## src/rtl/csvt_pkg.sv

```systemverilog
// Shared constants, types and helpers of the CSV field tokenizer.
package csvt_pkg;

    localparam int PEND_DEPTH = 16;
    localparam int PEND_AW    = (PEND_DEPTH > 1) ? $clog2(PEND_DEPTH) : 1;
    localparam int CNT_W      = $clog2(PEND_DEPTH + 1);

    localparam int FIFO_DEPTH = 2;
    localparam int FIFO_AW    = 1;
    localparam int FIFO_CW    = 2;

    localparam int APB_AW = 3;

    localparam logic [7:0] QUOTE_CH = 8'h22;
    localparam logic [7:0] CR_CH    = 8'h0D;
    localparam logic [7:0] LF_CH    = 8'h0A;
    localparam logic [7:0] NUL_CH   = 8'h00;
    localparam logic [7:0] SPACE_CH = 8'h20;
    localparam logic [7:0] HT_CH    = 8'h09;

    localparam logic [7:0] DELIM_RESET = 8'd44;

    localparam logic ACT_BYTE = 1'b0;
    localparam logic ACT_EOL  = 1'b1;

    localparam logic REG_DELIM = 1'b0;
    localparam logic REG_TRIM  = 1'b1;

    typedef enum logic [1:0] {
        KIND_BYTE   = 2'd0,
        KIND_FIELD  = 2'd1,
        KIND_RECORD = 2'd2
    } kind_t;

    // One queued word: held whitespace to replay, then one final result.
    typedef struct packed {
        logic [CNT_W-1:0] flush_cnt;
        logic [7:0]       data;
        kind_t            kind;
        logic             ovf;
    } cmd_t;

    typedef struct packed {
        logic [7:0] delim;
        logic       trim;
    } cfg_t;

    function automatic logic is_blank(input logic [7:0] c);
        return (c == SPACE_CH) || ((c >= HT_CH) && (c <= CR_CH));
    endfunction

endpackage

```

## src/rtl/csvt_if.sv

```systemverilog
// Valid/ready channel interfaces for the tokenizer's input and output words.
interface csvt_in_if;
    logic       valid;
    logic       ready;
    logic       action;
    logic [7:0] in_byte;

    modport source (output valid, output action, output in_byte, input ready);
    modport sink   (input valid, input action, input in_byte, output ready);
endinterface

interface csvt_out_if;
    logic       valid;
    logic       ready;
    logic [7:0] out_byte;
    logic [1:0] kind;
    logic       last;
    logic       overflow;

    modport source (output valid, output out_byte, output kind, output last,
                    output overflow, input ready);
    modport sink   (input valid, input out_byte, input kind, input last,
                    input overflow, output ready);
endinterface

```

## src/rtl/csvt_ram.sv

```systemverilog
// Generic single-write, single-read RAM with registered read data.
module csvt_ram #(
    parameter int WIDTH = 8,
    parameter int DEPTH = 16,
    parameter int AW    = (DEPTH > 1) ? $clog2(DEPTH) : 1
) (
    input  logic             clk,
    input  logic             wr_en,
    input  logic [AW-1:0]    wr_addr,
    input  logic [WIDTH-1:0] wr_data,
    input  logic             rd_en,
    input  logic [AW-1:0]    rd_addr,
    output logic [WIDTH-1:0] rd_data
);

    logic [WIDTH-1:0] mem [DEPTH];
    logic [WIDTH-1:0] rd_data_reg;

    always_ff @(posedge clk)
    begin
        if (wr_en)
        begin
            mem[wr_addr] <= wr_data;
        end
        if (rd_en)
        begin
            rd_data_reg <= mem[rd_addr];
        end
    end

    assign rd_data = rd_data_reg;

endmodule

```

## src/rtl/csvt_fifo.sv

```systemverilog
// Two-entry queue of decoded words between the front and back parts.
module csvt_fifo (
    input  logic                 clk,
    input  logic                 rst_n,
    input  logic                 push,
    input  csvt_pkg::cmd_t       wdata,
    input  logic                 pop,
    output csvt_pkg::cmd_t       rdata,
    output logic                 full,
    output logic                 empty
);
    import csvt_pkg::*;

    cmd_t               slot_reg [FIFO_DEPTH];
    logic [FIFO_AW-1:0] wr_ptr_reg;
    logic [FIFO_AW-1:0] rd_ptr_reg;
    logic [FIFO_CW-1:0] count_reg;

    assign full  = (count_reg == FIFO_CW'(FIFO_DEPTH));
    assign empty = (count_reg == '0);
    assign rdata = slot_reg[rd_ptr_reg];

    always_ff @(posedge clk or negedge rst_n)
    begin
        if (!rst_n)
        begin
            wr_ptr_reg <= '0;
            rd_ptr_reg <= '0;
            count_reg  <= '0;
        end
        else
        begin
            if (push)
            begin
                wr_ptr_reg <= wr_ptr_reg + 1'b1;
            end
            if (pop)
            begin
                rd_ptr_reg <= rd_ptr_reg + 1'b1;
            end
            if (push && !pop)
            begin
                count_reg <= count_reg + 1'b1;
            end
            else if (pop && !push)
            begin
                count_reg <= count_reg - 1'b1;
            end
        end
    end

    always_ff @(posedge clk)
    begin
        if (push)
        begin
            slot_reg[wr_ptr_reg] <= wdata;
        end
    end

endmodule

```

## src/rtl/csvt_front.sv

```systemverilog
// Front part: accepts line bytes, tracks quoting and trimming, fills the whitespace buffer.
module csvt_front (
    input  logic                          clk,
    input  logic                          rst_n,
    csvt_in_if.sink                       in_ch,
    input  csvt_pkg::cfg_t                cfg,
    input  logic                          q_full,
    input  logic                          flush_done,
    output logic                          push,
    output csvt_pkg::cmd_t                cmd,
    output logic                          wr_en,
    output logic [csvt_pkg::PEND_AW-1:0]  wr_addr,
    output logic [7:0]                    wr_data
);
    import csvt_pkg::*;

    logic             iq_reg, iq_next;
    logic             qp_reg, qp_next;
    logic             stop_reg, stop_next;
    logic             fne_reg, fne_next;
    logic             cs_reg, cs_next;
    logic [CNT_W-1:0] cnt_reg, cnt_next;
    logic             ovf_reg, ovf_next;
    logic             busy_reg, busy_next;

    logic       accept;
    logic       emit;
    logic       wr_req;
    logic       do_unq;
    logic       do_acc;
    logic [7:0] c;

    // While held whitespace is being replayed the buffer must not be refilled.
    assign in_ch.ready = !busy_reg && !q_full;
    assign accept      = in_ch.valid && in_ch.ready;
    assign push        = accept && emit;
    assign wr_en       = accept && wr_req;
    assign wr_addr     = cnt_reg[PEND_AW-1:0];
    assign wr_data     = c;
    assign c           = in_ch.in_byte;

    always_comb
    begin
        iq_next   = iq_reg;
        qp_next   = qp_reg;
        stop_next = stop_reg;
        fne_next  = fne_reg;
        cs_next   = cs_reg;
        cnt_next  = cnt_reg;
        ovf_next  = ovf_reg;
        emit      = 1'b0;
        wr_req    = 1'b0;
        do_unq    = 1'b0;
        do_acc    = 1'b0;
        cmd.flush_cnt = '0;
        cmd.data      = '0;
        cmd.kind      = KIND_BYTE;

        if (in_ch.action == ACT_EOL)
        begin
            emit      = 1'b1;
            cmd.kind  = KIND_RECORD;
            iq_next   = 1'b0;
            qp_next   = 1'b0;
            stop_next = 1'b0;
            fne_next  = 1'b0;
            cs_next   = 1'b0;
            cnt_next  = '0;
        end
        else if (!stop_reg)
        begin
            if (c == NUL_CH)
            begin
                stop_next = 1'b1;
                qp_next   = 1'b0;
                iq_next   = 1'b0;
            end
            else if (qp_reg)
            begin
                qp_next = 1'b0;
                if (c == QUOTE_CH)
                begin
                    do_acc = 1'b1;
                end
                else
                begin
                    iq_next = 1'b0;
                    do_unq  = 1'b1;
                end
            end
            else if (iq_reg)
            begin
                if (c == QUOTE_CH)
                begin
                    qp_next = 1'b1;
                end
                else
                begin
                    do_acc = 1'b1;
                end
            end
            else
            begin
                do_unq = 1'b1;
            end

            if (do_unq)
            begin
                if (!fne_reg && (c == QUOTE_CH))
                begin
                    iq_next = 1'b1;
                end
                else if (c == cfg.delim)
                begin
                    emit     = 1'b1;
                    cmd.kind = KIND_FIELD;
                    fne_next = 1'b0;
                    cs_next  = 1'b0;
                    cnt_next = '0;
                end
                else if ((c == CR_CH) || (c == LF_CH))
                begin
                    stop_next = 1'b1;
                end
                else
                begin
                    do_acc = 1'b1;
                end
            end

            if (do_acc)
            begin
                fne_next = 1'b1;
                if (cfg.trim && is_blank(c))
                begin
                    if (cs_reg)
                    begin
                        if (cnt_reg >= CNT_W'(PEND_DEPTH))
                        begin
                            ovf_next = 1'b1;
                        end
                        else
                        begin
                            wr_req   = 1'b1;
                            cnt_next = cnt_reg + 1'b1;
                        end
                    end
                end
                else
                begin
                    emit          = 1'b1;
                    cmd.kind      = KIND_BYTE;
                    cmd.data      = c;
                    cmd.flush_cnt = cnt_reg;
                    cnt_next      = '0;
                    cs_next       = 1'b1;
                end
            end
        end
        cmd.ovf = ovf_next;

        busy_next = (busy_reg && !flush_done) || (push && (cmd.flush_cnt != '0));
    end

    always_ff @(posedge clk or negedge rst_n)
    begin
        if (!rst_n)
        begin
            iq_reg   <= 1'b0;
            qp_reg   <= 1'b0;
            stop_reg <= 1'b0;
            fne_reg  <= 1'b0;
            cs_reg   <= 1'b0;
            cnt_reg  <= '0;
            ovf_reg  <= 1'b0;
            busy_reg <= 1'b0;
        end
        else
        begin
            busy_reg <= busy_next;
            if (accept)
            begin
                iq_reg   <= iq_next;
                qp_reg   <= qp_next;
                stop_reg <= stop_next;
                fne_reg  <= fne_next;
                cs_reg   <= cs_next;
                cnt_reg  <= cnt_next;
                ovf_reg  <= ovf_next;
            end
        end
    end

endmodule

```

## src/rtl/csvt_back.sv

```systemverilog
// Back part: replays held whitespace from the buffer, then delivers each word's final result.
module csvt_back (
    input  logic                          clk,
    input  logic                          rst_n,
    input  csvt_pkg::cmd_t                head,
    input  logic                          head_valid,
    output logic                          pop,
    output logic                          rd_en,
    output logic [csvt_pkg::PEND_AW-1:0]  rd_addr,
    input  logic [7:0]                    rd_data,
    output logic                          flush_done,
    csvt_out_if.source                    out_ch
);
    import csvt_pkg::*;

    typedef enum logic [1:0] {
        B_IDLE,
        B_FLUSH,
        B_FINAL
    } bstate_t;

    bstate_t          state_reg, state_next;
    logic [CNT_W-1:0] idx_reg, idx_next;
    logic [CNT_W-1:0] idx_inc;
    logic             ov_reg, ov_next;
    logic [7:0]       ob_reg, ob_next;
    kind_t            ok_reg, ok_next;
    logic             ol_reg, ol_next;
    logic             of_reg, of_next;
    logic             out_free;
    logic             load;

    assign out_free = !ov_reg || out_ch.ready;
    assign idx_inc  = idx_reg + 1'b1;

    always_comb
    begin
        state_next = state_reg;
        idx_next   = idx_reg;
        ob_next    = ob_reg;
        ok_next    = ok_reg;
        ol_next    = ol_reg;
        of_next    = of_reg;
        load       = 1'b0;
        pop        = 1'b0;
        rd_en      = 1'b0;
        rd_addr    = idx_inc[PEND_AW-1:0];
        flush_done = 1'b0;

        unique case (state_reg)
            B_IDLE:
            begin
                if (head_valid)
                begin
                    if (head.flush_cnt != '0)
                    begin
                        rd_en      = 1'b1;
                        rd_addr    = '0;
                        idx_next   = '0;
                        state_next = B_FLUSH;
                    end
                    else if (out_free)
                    begin
                        load    = 1'b1;
                        pop     = 1'b1;
                        ob_next = head.data;
                        ok_next = head.kind;
                        ol_next = 1'b1;
                        of_next = head.ovf;
                    end
                end
            end
            B_FLUSH:
            begin
                // Read data for idx_reg is waiting; the next read goes out as it leaves.
                if (out_free)
                begin
                    load     = 1'b1;
                    ob_next  = rd_data;
                    ok_next  = KIND_BYTE;
                    ol_next  = 1'b0;
                    of_next  = head.ovf;
                    idx_next = idx_inc;
                    if (idx_inc < head.flush_cnt)
                    begin
                        rd_en = 1'b1;
                    end
                    else
                    begin
                        state_next = B_FINAL;
                    end
                end
            end
            B_FINAL:
            begin
                if (out_free)
                begin
                    load       = 1'b1;
                    pop        = 1'b1;
                    flush_done = 1'b1;
                    ob_next    = head.data;
                    ok_next    = head.kind;
                    ol_next    = 1'b1;
                    of_next    = head.ovf;
                    state_next = B_IDLE;
                end
            end
            default:
            begin
                state_next = B_IDLE;
            end
        endcase

        if (load)
        begin
            ov_next = 1'b1;
        end
        else if (out_ch.ready)
        begin
            ov_next = 1'b0;
        end
        else
        begin
            ov_next = ov_reg;
        end
    end

    always_ff @(posedge clk or negedge rst_n)
    begin
        if (!rst_n)
        begin
            state_reg <= B_IDLE;
            idx_reg   <= '0;
            ov_reg    <= 1'b0;
            ob_reg    <= '0;
            ok_reg    <= KIND_BYTE;
            ol_reg    <= 1'b0;
            of_reg    <= 1'b0;
        end
        else
        begin
            state_reg <= state_next;
            idx_reg   <= idx_next;
            ov_reg    <= ov_next;
            ob_reg    <= ob_next;
            ok_reg    <= ok_next;
            ol_reg    <= ol_next;
            of_reg    <= of_next;
        end
    end

    assign out_ch.valid    = ov_reg;
    assign out_ch.out_byte = ob_reg;
    assign out_ch.kind     = ok_reg;
    assign out_ch.last     = ol_reg;
    assign out_ch.overflow = of_reg;

endmodule

```

## src/rtl/csv_field_tokenizer.sv

```systemverilog
// CSV field tokenizer: one line byte per word in, field bytes and field/record markers out.
// Without back-pressure, an input word that releases no held whitespace is taken every
// cycle, and its result words leave through a registered output one per cycle. A content
// byte that follows n whitespace bytes held by trimming produces n+1 results, paced by the
// single registered read port of the whitespace buffer; the input stalls until that replay
// finishes. Register 0 (byte address 0) is the delimiter, register 1 (byte address 4) the
// trim enable; the user must write both only while the block is idle, unchecked by the block.
module csv_field_tokenizer (
    input  logic                        clk,
    input  logic                        rst_n,
    csvt_in_if.sink                     in_ch,
    csvt_out_if.source                  out_ch,
    input  logic                        psel,
    input  logic                        penable,
    input  logic                        pwrite,
    input  logic [csvt_pkg::APB_AW-1:0] paddr,
    input  logic [31:0]                 pwdata,
    output logic [31:0]                 prdata,
    output logic                        pready
);
    import csvt_pkg::*;

    logic [7:0]         delim_reg;
    logic               trim_reg;
    cfg_t               cfg;
    logic               cfg_wr;

    cmd_t               q_wdata;
    cmd_t               q_rdata;
    logic               q_push;
    logic               q_pop;
    logic               q_full;
    logic               q_empty;
    logic               flush_done;

    logic               wr_en;
    logic [PEND_AW-1:0] wr_addr;
    logic [7:0]         wr_data;
    logic               rd_en;
    logic [PEND_AW-1:0] rd_addr;
    logic [7:0]         rd_data;

    assign pready = 1'b1;
    assign cfg_wr = psel && penable && pwrite && pready;

    always_ff @(posedge clk or negedge rst_n)
    begin
        if (!rst_n)
        begin
            delim_reg <= DELIM_RESET;
            trim_reg  <= 1'b0;
        end
        else if (cfg_wr)
        begin
            unique case (paddr[2])
                REG_DELIM: delim_reg <= pwdata[7:0];
                REG_TRIM:  trim_reg  <= pwdata[0];
                default:   delim_reg <= delim_reg;
            endcase
        end
    end

    always_comb
    begin
        unique case (paddr[2])
            REG_DELIM: prdata = {24'd0, delim_reg};
            REG_TRIM:  prdata = {31'd0, trim_reg};
            default:   prdata = '0;
        endcase
    end

    assign cfg.delim = delim_reg;
    assign cfg.trim  = trim_reg;

    csvt_front u_front (
        .clk        (clk),
        .rst_n      (rst_n),
        .in_ch      (in_ch),
        .cfg        (cfg),
        .q_full     (q_full),
        .flush_done (flush_done),
        .push       (q_push),
        .cmd        (q_wdata),
        .wr_en      (wr_en),
        .wr_addr    (wr_addr),
        .wr_data    (wr_data)
    );

    csvt_ram #(
        .WIDTH (8),
        .DEPTH (PEND_DEPTH)
    ) u_pend_ram (
        .clk     (clk),
        .wr_en   (wr_en),
        .wr_addr (wr_addr),
        .wr_data (wr_data),
        .rd_en   (rd_en),
        .rd_addr (rd_addr),
        .rd_data (rd_data)
    );

    csvt_fifo u_fifo (
        .clk   (clk),
        .rst_n (rst_n),
        .push  (q_push),
        .wdata (q_wdata),
        .pop   (q_pop),
        .rdata (q_rdata),
        .full  (q_full),
        .empty (q_empty)
    );

    csvt_back u_back (
        .clk        (clk),
        .rst_n      (rst_n),
        .head       (q_rdata),
        .head_valid (!q_empty),
        .pop        (q_pop),
        .rd_en      (rd_en),
        .rd_addr    (rd_addr),
        .rd_data    (rd_data),
        .flush_done (flush_done),
        .out_ch     (out_ch)
    );

endmodule

```

## src/flat_wrapper.sv

```systemverilog
// flat-port wrapper written by rule: the top's interface ports become plain ports
module csv_field_tokenizer_flat import csvt_pkg::*;
  (clk, rst_n, psel, penable, pwrite, paddr, pwdata, prdata, pready, in_ch_valid, in_ch_action, in_ch_in_byte, in_ch_ready, out_ch_valid, out_ch_out_byte, out_ch_kind, out_ch_last, out_ch_overflow, out_ch_ready);
  csvt_in_if in_ch_i ();
  csvt_out_if out_ch_i ();
  input  logic clk;
  input  logic rst_n;
  input  logic psel;
  input  logic penable;
  input  logic pwrite;
  input  logic [csvt_pkg::APB_AW-1:0] paddr;
  input  logic [31:0] pwdata;
  output logic [31:0] prdata;
  output logic pready;
  input wire logic [$bits(in_ch_i.valid)-1:0] in_ch_valid;
  input wire logic [$bits(in_ch_i.action)-1:0] in_ch_action;
  input wire logic [$bits(in_ch_i.in_byte)-1:0] in_ch_in_byte;
  output wire logic [$bits(in_ch_i.ready)-1:0] in_ch_ready;
  output wire logic [$bits(out_ch_i.valid)-1:0] out_ch_valid;
  output wire logic [$bits(out_ch_i.out_byte)-1:0] out_ch_out_byte;
  output wire logic [$bits(out_ch_i.kind)-1:0] out_ch_kind;
  output wire logic [$bits(out_ch_i.last)-1:0] out_ch_last;
  output wire logic [$bits(out_ch_i.overflow)-1:0] out_ch_overflow;
  input wire logic [$bits(out_ch_i.ready)-1:0] out_ch_ready;
  assign in_ch_i.valid = in_ch_valid;
  assign in_ch_i.action = in_ch_action;
  assign in_ch_i.in_byte = in_ch_in_byte;
  assign in_ch_ready = in_ch_i.ready;
  assign out_ch_valid = out_ch_i.valid;
  assign out_ch_out_byte = out_ch_i.out_byte;
  assign out_ch_kind = out_ch_i.kind;
  assign out_ch_last = out_ch_i.last;
  assign out_ch_overflow = out_ch_i.overflow;
  assign out_ch_i.ready = out_ch_ready;
  csv_field_tokenizer u_core (.clk(clk), .rst_n(rst_n), .in_ch(in_ch_i), .out_ch(out_ch_i), .psel(psel), .penable(penable), .pwrite(pwrite), .paddr(paddr), .pwdata(pwdata), .prdata(prdata), .pready(pready));
endmodule
```

## config.mk

```make
export PLATFORM = sky130hd
export DESIGN_NAME = csv_field_tokenizer_flat
export DESIGN_NICKNAME = d
export VERILOG_FILES = /design/src/rtl/csvt_pkg.sv /design/src/rtl/csvt_if.sv /design/src/rtl/csvt_ram.sv /design/src/rtl/csvt_fifo.sv /design/src/rtl/csvt_front.sv /design/src/rtl/csvt_back.sv /design/src/rtl/csv_field_tokenizer.sv /design/src/flat_wrapper.sv
export SDC_FILE = /design/constraint.sdc
export NUM_CORES = 1
export LEC_CHECK = 0
export BUFFER_PORTS_ARGS = -buffer_cell sky130_fd_sc_hd__buf_2
export CAP_MARGIN = 15
export CELL_PAD_IN_SITES_DETAIL_PLACEMENT = 0
export CELL_PAD_IN_SITES_GLOBAL_PLACEMENT = 1
export CORE_MARGIN = 5
export CORE_UTILIZATION = 40
export CTS_BUF_LIST = sky130_fd_sc_hd__clkbuf_4 sky130_fd_sc_hd__clkbuf_8
export CTS_CLUSTER_DIAMETER = 150
export DETAILED_ROUTE_END_ITERATION = 8
export GPL_ROUTABILITY_DRIVEN = 0
export PLACE_DENSITY_LB_ADDON = 0.12
export SLEW_MARGIN = 20
export SYNTH_ARGS = -nofsm -noshare
export SYNTH_HDL_FRONTEND = slang
export SYNTH_SLANG_ARGS = --single-unit
```

## constraint.sdc

```tcl
create_clock -name clk -period 4.38 [get_ports clk]
set_clock_uncertainty 0.15 [all_clocks]
set_input_delay 0.219 -clock clk [delete_from_list [all_inputs] [get_ports clk]]
set_output_delay 0.219 -clock clk [all_outputs]
set_load 0.005 [all_outputs]
```

==> metrics, run 1 <==
DRC Markers=0; GR Overflow Total=0; P_sw=2.24 mW; Slew @ Worst Pin=1.01 ns; Slowest-stage cell, CP=nor2_1; leading register cell type out of synthesis=edfxtp_1; HPWL after DPL=approximately 14 mm; Min-Delay Startpoint=in_ch_in_byte[4]; CTS tree=built; sw frac=0.346; pwr dens=598 mW/mm²; drt pass-1 iters=5; Internal=4.25 mW; Post-synth EDFFs=168; minimum clock period=3.53 ns; first-pass GRT wire length=34.0 mm; crit end category=flip-flop; Hold Path Class=input pin to flip-flop; # diodes=0; Seq/Total Area, Yosys=0.649; max-cap violations=0; clk buf depth=3; largest net degree at the start of global routing=47; final setup TNS=0 ns; Area contributors post-synth=edfxtp_1 53%, dfrtp_1 11%, mux2i_1 5.9%, nand2_1 3.2%, buf_4 2.1%; synth cell count leaders=168 x edfxtp_1, 82 x nand2_1, 56 x mux2i_1, 42 x dfrtp_1, 39 x nor2_1; sequential share of power=0.407; CTS HTree Levels=2; CP top delay family=simple AND/OR/NAND/NOR gates; Worst EP arrival=3.52 ns; top-count cell post-synth=edfxtp_1; flop-to-flop setup slack=~1.1 ns; power share of the combinational group=0.325; Place WS=0.876 ns; Synthesis Warnings=0; total number of vias=~5900; RR Startpoint=u_core.u_fifo.rd_ptr_reg; status=complete, no violations; Vias/cell=5.19; Max Clock Freq=283 MHz; clock share of power=0.268; PortBufs=46; Post-Route WL=21.8 mm; Worst-Skew Late Latency=0.54 ns; CP required=4.37 ns; post-route ant nets=0; P_leak=roughly 4.1 nW; Critical path destination=u_core.u_pend_ram.mem[1][0]; Async SR Flop Fraction=0.211; CP max FO=20; Yosys top cell area share=0.530; kind of critical path=input pin to flip-flop; average size of a mapped cell=13.4 µm²; Slew HR=0.330; Fin. Hold Viols=0; clock net sink count=213; CP Buf/Inv Count=2; vias in the first global route=5959; crit-path cells=dlygate4sd3_1 > buf_2 > or3_1 > o41ai_2 > a21o_1 > and2_4 > nand4_1 > nor2_1; largest area contributor in the netlist=edfxtp_1; Crit Reg-Reg Endpoint=u_core.u_pend_ram.rd_data[4]; worst reg-to-reg path cell count=8; initial core utilization=0.405; Peak VDD IR=0.000263 V; mapped cell area=0.00951 mm²; die width=roughly 160 µm; Ports=98; CP max stage delay=slightly above 0.7 ns; core region area=between 0.02 and 0.025 mm²; iteration-0 DRC count of the detailed router=394; Nets=855; area growth from synthesis to layout=14.0%; unique cell type count in the Yosys netlist=70; DIE AREA=0.0270 mm²; # fillers=between 2000 and 2500; Total GRT Usage=0.165; initial antenna violation count=0; Levels on crit path=8; root buf cell=clkbuf_8; row cnt=56; Largest register FFs=128; Yosys reg bits=213; crit path launch=in_ch_in_byte[6]; Die H=~160 µm; post-route setup slack=0.850 ns; RSZ-0062 raised after global routing=no; Slew Limit Fails=0; setup violators final=0; cts bufs inserted=38; Final period util=0.806; layout cell share with drive strength beyond 1=0.191; Synth Instances=710; Worst-path clk slew=0.06 ns; routed len/inst=roughly 19 µm; CP startpoint kind=input pin
==> cells by family (layout without fill, tap and decap cells) <==
family                   after synthesis  count (layout)  share of synthesized area
AND/OR/NAND/NOR                      216             216                      0.113
buffers and inverters                 67             149                     0.0396
flip-flops                           213             213                      0.649
other                                  2              25                   0.000789
AO/OA/AOI/OAI                        114             114                     0.0917
XOR/XNOR                              16              16                     0.0147
adder cells (fa/ha/maj)               14              14                     0.0184
multiplexers                          68              68                     0.0731
==> power by group through the flow <==
| stage | logic (mW) | clock network [mW] | registers (mW) |
|---|---|---|---|
| 2_1_floorplan | 1.49 | 0 | 2.65 |
| 3_3_place_gp | 2.07 | 0 | 2.67 |
| 3_5_place_dp | 2.11 | 0 | 2.68 |
| 4_1_cts | 2.13 | 1.79 | 2.65 |
| 5_1_grt | 2.33 | 1.89 | 2.67 |
| 6_report | 2.11 | 1.74 | 2.64 |
==> metal layers <==
layer	part of all wire	track usage	routed length [µm]	up-vias
met5	0	0	0	-
met4	0.019	0.0461	405	0
met3	0.055	0.0341	1190	34
met2	0.47	0.263	10300	165
met1	0.45	0.229	9840	2913
li1	-	-	-	2779
==> layout by cell type, fill, tap and decap left out, types with 13 or more instances in the layout <==
cell,synthesis,layout
edfxtp_1,168,168
nand2_1,82,82
mux2i_1,56,56
buf_2,7,45
dfrtp_1,42,41
nor2_1,39,39
clkbuf_8,0,38
conb_1,2,25
nand3_1,24,24
o21ai_0,24,24
a21oi_1,21,21
and3_1,18,18
clkbuf_4,0,16
dlygate4sd3_1,0,16
ha_1,14,14
xor2_1,13,13
==> worst min path at each step <==
stage                                         to  slack (ns)  cells after the start
CTS                 u_core.u_pend_ram.mem[14][4]       0.005                      1
global route         u_core.u_pend_ram.mem[3][4]        0.01                      1
finish               u_core.u_pend_ram.mem[3][4]        0.02                      1
global placement             u_core.delim_reg[7]        0.30                      2
floorplan                    u_core.delim_reg[0]       -0.23                      0
detailed placement           u_core.delim_reg[4]        0.31                      2
==> cell type report <==
type | count | area (µm²) | area share
flip-flops and latches | 213 | 6180 | 0.569
multi-input cells | 453 | 3050 | 0.281
clock buffers | 54 | 643 | 0.0593
repair buffers | 72 | 468 | 0.0431
well taps | 319 | 399 | 0.0368
clock inverters | 11 | 63.8 | 0.00588
inverters | 12 | 45.0 | 0.00415
==> through the flow <==
| stage | util | cells | area (µm²) | total power, mW | hold slack [ns] |
|---|---|---|---|---|---|
| after floorplan | - | 733 | 9600 | 4.14 | -0.227 |
| after global placement | 0.425 | 1053 | 9970 | 4.75 | 0.300 |
| after detailed placement | 0.425 | 1053 | 9970 | 4.80 | 0.305 |
| after CTS | 0.462 | 1134 | 10800 | 6.56 | 0.00486 |
| after global routing | 0.462 | 1134 | 10800 | 6.89 | 0.0139 |
| final | 0.462 | 1134 | 10800 | 6.49 | 0.0207 |
==> repair_timing <==
item                      in CTS  in global routing
hold endpoints to repair      81                  0
gates resized for setup        0                  0
buffers inserted               0                  0
hold buffers                  16                  0
==> worst reg2reg max path, stage by stage (launching register included) <==
cell      delay (ns)
dfrtp_1         0.36
buf_4           0.23
nor4_1          0.36
a22oi_2         0.18
nand3b_2        0.21
and2_1          0.68
nor2_4          0.25
a311oi_1        0.48
a32o_1          0.26
Power figures use the tool's default switching activity.
==> run 2: changes to the inputs <==
clock period = 3.1 ns   (was 4.38 ns; I/O delays follow)
==> run 2 against run 1 <==
  * Worst hold slack improved by 0.024 ns
  * Routed wire length rose by 2.6%
  * Critical endpoint is now u_core.u_fifo.count_reg[1]
  * Register-to-register slack got worse by 0.81 ns
  * Via count increased by 4.1%
  * Global-route usage up 0.48 points
  * Clock power up 49%
  * Sequential power grew 42%
  * Critical path type unchanged
  * Sequential share of layout area shrank 2.3 points
  * First-iteration DRC count grew 16%
==> metrics, run 2 (synthesized netlist as in run 1, its figures left out) <==
pwr dens=838 mW/mm² (was 598 mW/mm²); most frequent cells in the layout=168 x edfxtp_1, 82 x nand2_1, 56 x mux2i_1, 52 x buf_4, 46 x buf_2 (was 168 x edfxtp_1, 82 x nand2_1, 56 x mux2i_1, 45 x buf_2, 41 x dfrtp_1); Internal=6.25 mW (was 4.25 mW); total number of vias=6135 (was 5891); dpl cell area=0.0103 mm² (was 0.00997 mm²); crit-path cells=dlygate4sd3_1 > buf_2 > buf_4 > nor3_1 > o211a_1 > nor2_2 > a21oi_1 > nor2_1 > o31a_2 > buf_4 > ha_1 > nor2_1 > xor2_1 (was dlygate4sd3_1 > buf_2 > or3_1 > o41ai_2 > a21o_1 > and2_4 > nand4_1 > nor2_1); vias in the first global route=6362 (was 5959); Slew Limit Fails=0 (unchanged); HPWL after DPL=15.3 mm (was 14.3 mm); DIE AREA=0.0270 mm² (unchanged); CTS HTree Levels=2 (unchanged); crit end category=flip-flop (unchanged); Peak VDD IR=0.000324 V (was 0.000263 V); final setup TNS=0 ns (unchanged); Post-Route WL=22.3 mm (was 21.8 mm); P_leak=4.38 nW (was 4.12 nW); Slowest-stage cell, CP=dlygate4sd3_1 (was nor2_1); clock share of power=0.275 (was 0.268); initial antenna violation count=1 (was 0); first-pass GRT wire length=35.1 mm (was 34.0 mm); Slew HR=0.389 (was 0.330); Die H=164 µm (unchanged); Fin. Hold Viols=0 (unchanged); CP required=3.40 ns (was 4.37 ns); clk buf depth=3 (unchanged); row cnt=56 (unchanged); Final period util=0.918; GR Overflow Total=0 (unchanged); minimum clock period=2.85 ns; Largest register FFs=128 (unchanged); commonest non-fill, non-tap cell in the layout=edfxtp_1 (unchanged); status=complete, no violations (unchanged); Nets=902 (was 855); Ports=98 (unchanged); post-route ant nets=0 (unchanged); RSZ-0062 raised after global routing=no (unchanged); non-filler instance count after layout=1187 (was 1134); area growth from synthesis to layout=18.7% (was 14.0%); core region area=0.0235 mm² (unchanged); CP max FO=18 (was 20); P_sw=3.21 mW (was 2.24 mW); sw frac=0.340 (was 0.346); Vias/cell=5.17 (was 5.19); Worst-path clk slew=0.06 ns (about the same); largest net degree at the start of global routing=46 (was 47); CP startpoint kind=input pin (unchanged); Hold Path Class=input pin to flip-flop (unchanged); layout cell share with drive strength beyond 1=0.235 (was 0.191); overall power=9.46 mW (was 6.49 mW); Total GRT Usage=0.169 (was 0.165); iteration-0 DRC count of the detailed router=458 (was 394); clock net sink count=213 (unchanged); PortBufs=46 (unchanged); max-cap violations=0 (unchanged); initial core utilization=0.405 (unchanged); final instance area=0.0113 mm² (was 0.0108 mm²); DRC Markers=0 (unchanged); routed len/inst=18.8 µm (was 19.2 µm); CP max stage delay=0.53 ns (was 0.71 ns); root buf cell=clkbuf_8 (unchanged); power share of the combinational group=0.329 (was 0.325); kind of critical path=input pin to flip-flop (unchanged); sequential share of power=0.396 (was 0.407); drt pass-1 iters=5 (unchanged); Max Clock Freq=351 MHz; CTS tree=built (unchanged); Worst-Skew Late Latency=0.52 ns (was 0.54 ns); Post-Place Cells=1094 (was 1053); die width=164 µm (unchanged); setup violators final=0 (unchanged); cts bufs inserted=38 (unchanged); Worst EP arrival=3.14 ns (was 3.52 ns); Slew @ Worst Pin=0.917 ns (was 1.01 ns)
==> run 2: cell types whose count changed in the layout (fill, tap and decap cells not counted), sizes merged, moves of 2 or more <==
cell,change
buf,+43
clkbuf,-2
clkinv,+6
clkinvlp,+2
dlygate4sd3,+4
inv,-2
==> run 2: final cells by class <==
class	instances	area, µm²
flip-flops and latches	213	6180
inverters	12	45.0
clock inverters	18	116
multi-input cells	453	3050
well taps	319	399
repair buffers	119	841
fillers	2127	12200
diodes	1	2.50
clock buffers	52	659
==> run 2: final timing paths <==
| path | startpoint | cells past startpoint | slack (ns) | end |
|---|---|---|---|---|
| setup / recovery | in_ch_in_byte[6] | 13 | 0.25 | u_core.u_fifo.count_reg[1] |
| min in group asynchronous | rst_n | 2 | 0.15 | u_core.u_front.iq_reg |
| hold / removal | in_ch_in_byte[0] | 2 | 0.04 | u_core.u_pend_ram.mem[7][0] |
| max in group asynchronous | rst_n | 3 | 1.98 | u_core.u_front.cnt_reg[0] |
| setup reg to reg | u_core.u_fifo.rd_ptr_reg | 7 | 0.26 | u_core.u_pend_ram.rd_data[0] |
| hold reg to reg | u_core.u_back.out_ch.out_byte[4] | 2 | 0.32 | u_core.u_back.out_ch.out_byte[4] |
==> run 2: timing repair <==
action | CTS | global route
endpoints found under the hold margin | 95 | 0
endpoints found under the setup margin | 0 | 2
resized for setup | 0 | 1
setup buffers | 0 | 2
hold buffers | 20 | 0
==> run 2: routing by layer <==
metal,global-route usage,vias up,share of wire
li1,-,2885,-
met1,0.223,3031,0.44
met2,0.277,172,0.47
met3,0.0361,47,0.052
met4,0.0614,0,0.030
met5,0,-,0
==> run 2: power groups by stage <==
stage          clock [mW]  combinational (mW)  sequential (mW)
3_3_place_gp            0                3.03             3.79
3_5_place_dp            0                3.08             3.81
6_report             2.60                3.11             3.75
5_1_grt              2.82                3.47             3.80
4_1_cts              2.68                3.11             3.75
2_1_floorplan           0                2.10             3.75
==> run 2: through the flow <==
stage          worst slack, ns  utilization  hold slack (ns)
4_1_cts                  0.156        0.480          0.00328
3_3_place_gp             0.224        0.438            0.167
6_report                 0.255        0.481           0.0447
5_1_grt                 0.0447        0.481           0.0237
3_5_place_dp             0.207        0.438            0.193
2_1_floorplan            0.108            -           -0.291
==> run 2: critical path: cells and delay by family <==
kind | cells | cell delay, ns
buffers and inverters | 4 | 1.04
AO/OA/AOI/OAI | 3 | 0.81
AND/OR/NAND/NOR | 4 | 0.68
adder cells (fa/ha/maj) | 1 | 0.31
XOR/XNOR | 1 | 0.15
==> run 3: changes to the inputs <==
REMOVE_ABC_BUFFERS = 1   (was default)
==> run 3 against run 2 <==
  * First-iteration DRC count shrank 34%
  * Critical path depth shrank 5
  * Worst hold slack worse by 0.0055 ns
  * Worst setup slack got worse by 0.046 ns
  * Non-clock buffer count fell by 3
==> metrics, run 3 (synthesized netlist as in run 1, its figures left out) <==
iteration-0 DRC count of the detailed router=304 (was 458); RR Startpoint=u_core.u_fifo.rd_ptr_reg (unchanged); first-pass GRT wire length=34.2 mm (was 35.1 mm); P_leak=4.35 nW (was 4.38 nW); total number of vias=5957 (was 6135); Worst-path clk slew=0.06 ns (about the same); setup violators final=0 (unchanged); commonest non-fill, non-tap cell in the layout=edfxtp_1 (unchanged); Post-Place Cells=1092 (was 1094); vias in the first global route=6121 (was 6362); dpl cell area=0.0103 mm² (about the same); CTS tree=built (unchanged); Die H=164 µm (unchanged); Vias/cell=5.05 (was 5.17); Post-Route WL=21.9 mm (was 22.3 mm); worst reg-to-reg path cell count=7 (unchanged); cts bufs inserted=38 (unchanged); status=complete, no violations (unchanged); row cnt=56 (unchanged); # fillers=2110 (was 2127); setup bufs post-CTS=0 (unchanged); CP top delay family=simple AND/OR/NAND/NOR gates (was buffers and inverters); layout cell share with drive strength beyond 1=0.225 (was 0.235); routed len/inst=18.6 µm (was 18.8 µm); CP required=3.10 ns (was 3.40 ns); root buf cell=clkbuf_8 (unchanged); Hold Path Class=input pin to flip-flop (unchanged); Slew @ Worst Pin=0.865 ns (was 0.917 ns); DRC Markers=0 (unchanged); Nets=899 (was 902); clock net sink count=213 (unchanged); crit end category=flip-flop (unchanged); Slew Limit Fails=0 (unchanged); clk buf depth=3 (unchanged); GR Overflow Total=0 (unchanged); Min-Delay Startpoint=in_ch_in_byte[2] (was in_ch_in_byte[0]); Largest register FFs=128 (unchanged); Peak VDD IR=0.000369 V (was 0.000324 V); Place WS=0.217 ns (was 0.207 ns); DIE AREA=0.0270 mm² (unchanged); die width=164 µm (unchanged); Total GRT Usage=0.166 (was 0.169); Fin. Hold Viols=0 (unchanged); final instance area=0.0112 mm² (was 0.0113 mm²); flop-to-flop setup slack=0.28 ns (was 0.26 ns); PortBufs=46 (unchanged); Crit Reg-Reg Endpoint=u_core.u_pend_ram.rd_data[6] (was u_core.u_pend_ram.rd_data[0]); Max Clock Freq=346 MHz (was 351 MHz); CTS HTree Levels=2 (unchanged); hold path endpoint=u_core.u_pend_ram.mem[10][2] (was u_core.u_pend_ram.mem[7][0]); drt pass-1 iters=4 (was 5); post-CTS sizing=0 (unchanged); kind of critical path=input pin to flip-flop (unchanged); HPWL after DPL=15.0 mm (was 15.3 mm); CP startpoint kind=input pin (unchanged); CP Buf/Inv Count=2 (was 4); post-route setup slack=0.209 ns (was 0.255 ns); Worst EP arrival=2.89 ns (was 3.14 ns); crit-path cells=dlygate4sd3_1 > buf_2 > or3_1 > o41ai_2 > a21oi_1 > nor2_1 > o31a_2 > and2_1 (was dlygate4sd3_1 > buf_2 > buf_4 > nor3_1 > o211a_1 > nor2_2 > a21oi_1 > nor2_1 > o31a_2 > buf_4 > ha_1 > nor2_1 > xor2_1); area growth from synthesis to layout=18.1% (was 18.7%); non-filler instance count after layout=1180 (was 1187); post-route ant nets=0 (unchanged); Slowest-stage cell, CP=and2_1 (was dlygate4sd3_1); minimum clock period=2.89 ns (was 2.85 ns); initial antenna violation count=0 (was 1); Ports=98 (unchanged); core region area=0.0235 mm² (unchanged); max-cap violations=0 (unchanged); # diodes=0 (was 1); CP max FO=16 (was 18); most frequent cells in the layout=168 x edfxtp_1, 82 x nand2_1, 56 x mux2i_1, 49 x buf_4, 46 x buf_2 (was 168 x edfxtp_1, 82 x nand2_1, 56 x mux2i_1, 52 x buf_4, 46 x buf_2); Final period util=0.933 (was 0.918); RSZ-0062 raised after global routing=no (unchanged); Slew HR=0.424 (was 0.389); initial core utilization=0.405 (unchanged); worst hold path depth=2 (unchanged); overall power=9.40 mW (was 9.46 mW); pwr dens=837 mW/mm² (was 838 mW/mm²); largest net degree at the start of global routing=46 (unchanged); Worst-Skew Late Latency=0.53 ns (was 0.52 ns); CP max stage delay=0.68 ns (was 0.53 ns)
[run 3: power breakdown]
group          internal [mW]  switching, mW  total (mW)
Clock                   1.48           1.12        2.61
Combinational           1.20           1.85        3.05
Sequential              3.55          0.201        3.75
[run 3: metal layers]
metal	routed length, µm	vias up	track usage
met5	0	-	0
met4	407	0	0.0423
met3	1180	43	0.0349
met2	10100	140	0.266
met1	10200	2895	0.230
li1	-	2879	-
[run 3: layout make-up]
cell class,count,area (µm²),area share
flip-flops and latches,213,6180,0.550
multi-input cells,453,3050,0.271
repair buffers,116,808,0.0720
clock buffers,51,627,0.0558
well taps,319,399,0.0355
clock inverters,16,129,0.0115
inverters,12,45.0,0.00401
[run 3: worst max path at each step]
stage          slack, ns  cells after the start                      from                            end
3_3_place_gp        0.25                      7          in_ch_in_byte[6]   u_core.u_fifo.slot_reg[1][4]
5_1_grt             0.06                      8          in_ch_in_byte[6]  u_core.u_fifo.slot_reg[1][10]
6_report            0.21                      8          in_ch_in_byte[6]  u_core.u_fifo.slot_reg[1][10]
4_1_cts             0.21                      8          in_ch_in_byte[6]  u_core.u_fifo.slot_reg[1][10]
3_5_place_dp        0.22                      7          in_ch_in_byte[6]   u_core.u_fifo.slot_reg[1][7]
2_1_floorplan      -1.18                      8  u_core.u_back.idx_reg[0]   u_core.u_pend_ram.rd_data[0]
[run 3: timing repair]
| action | 4_1_cts | 5_1_grt |
|---|---|---|
| endpoints found under the hold margin | 93 | 0 |
| endpoints found under the setup margin | 0 | 0 |
| hold buffers | 21 | 0 |
[run 3: per-stage QoR]
step | utilization | hold WS [ns] | setup TNS (ns)
2_1_floorplan | - | -0.291 | -20.31
3_3_place_gp | 0.437 | 0.155 | 0
3_5_place_dp | 0.437 | 0.168 | 0
4_1_cts | 0.479 | 0.00160 | 0
5_1_grt | 0.479 | 0.0204 | 0
6_report | 0.479 | 0.0391 | 0
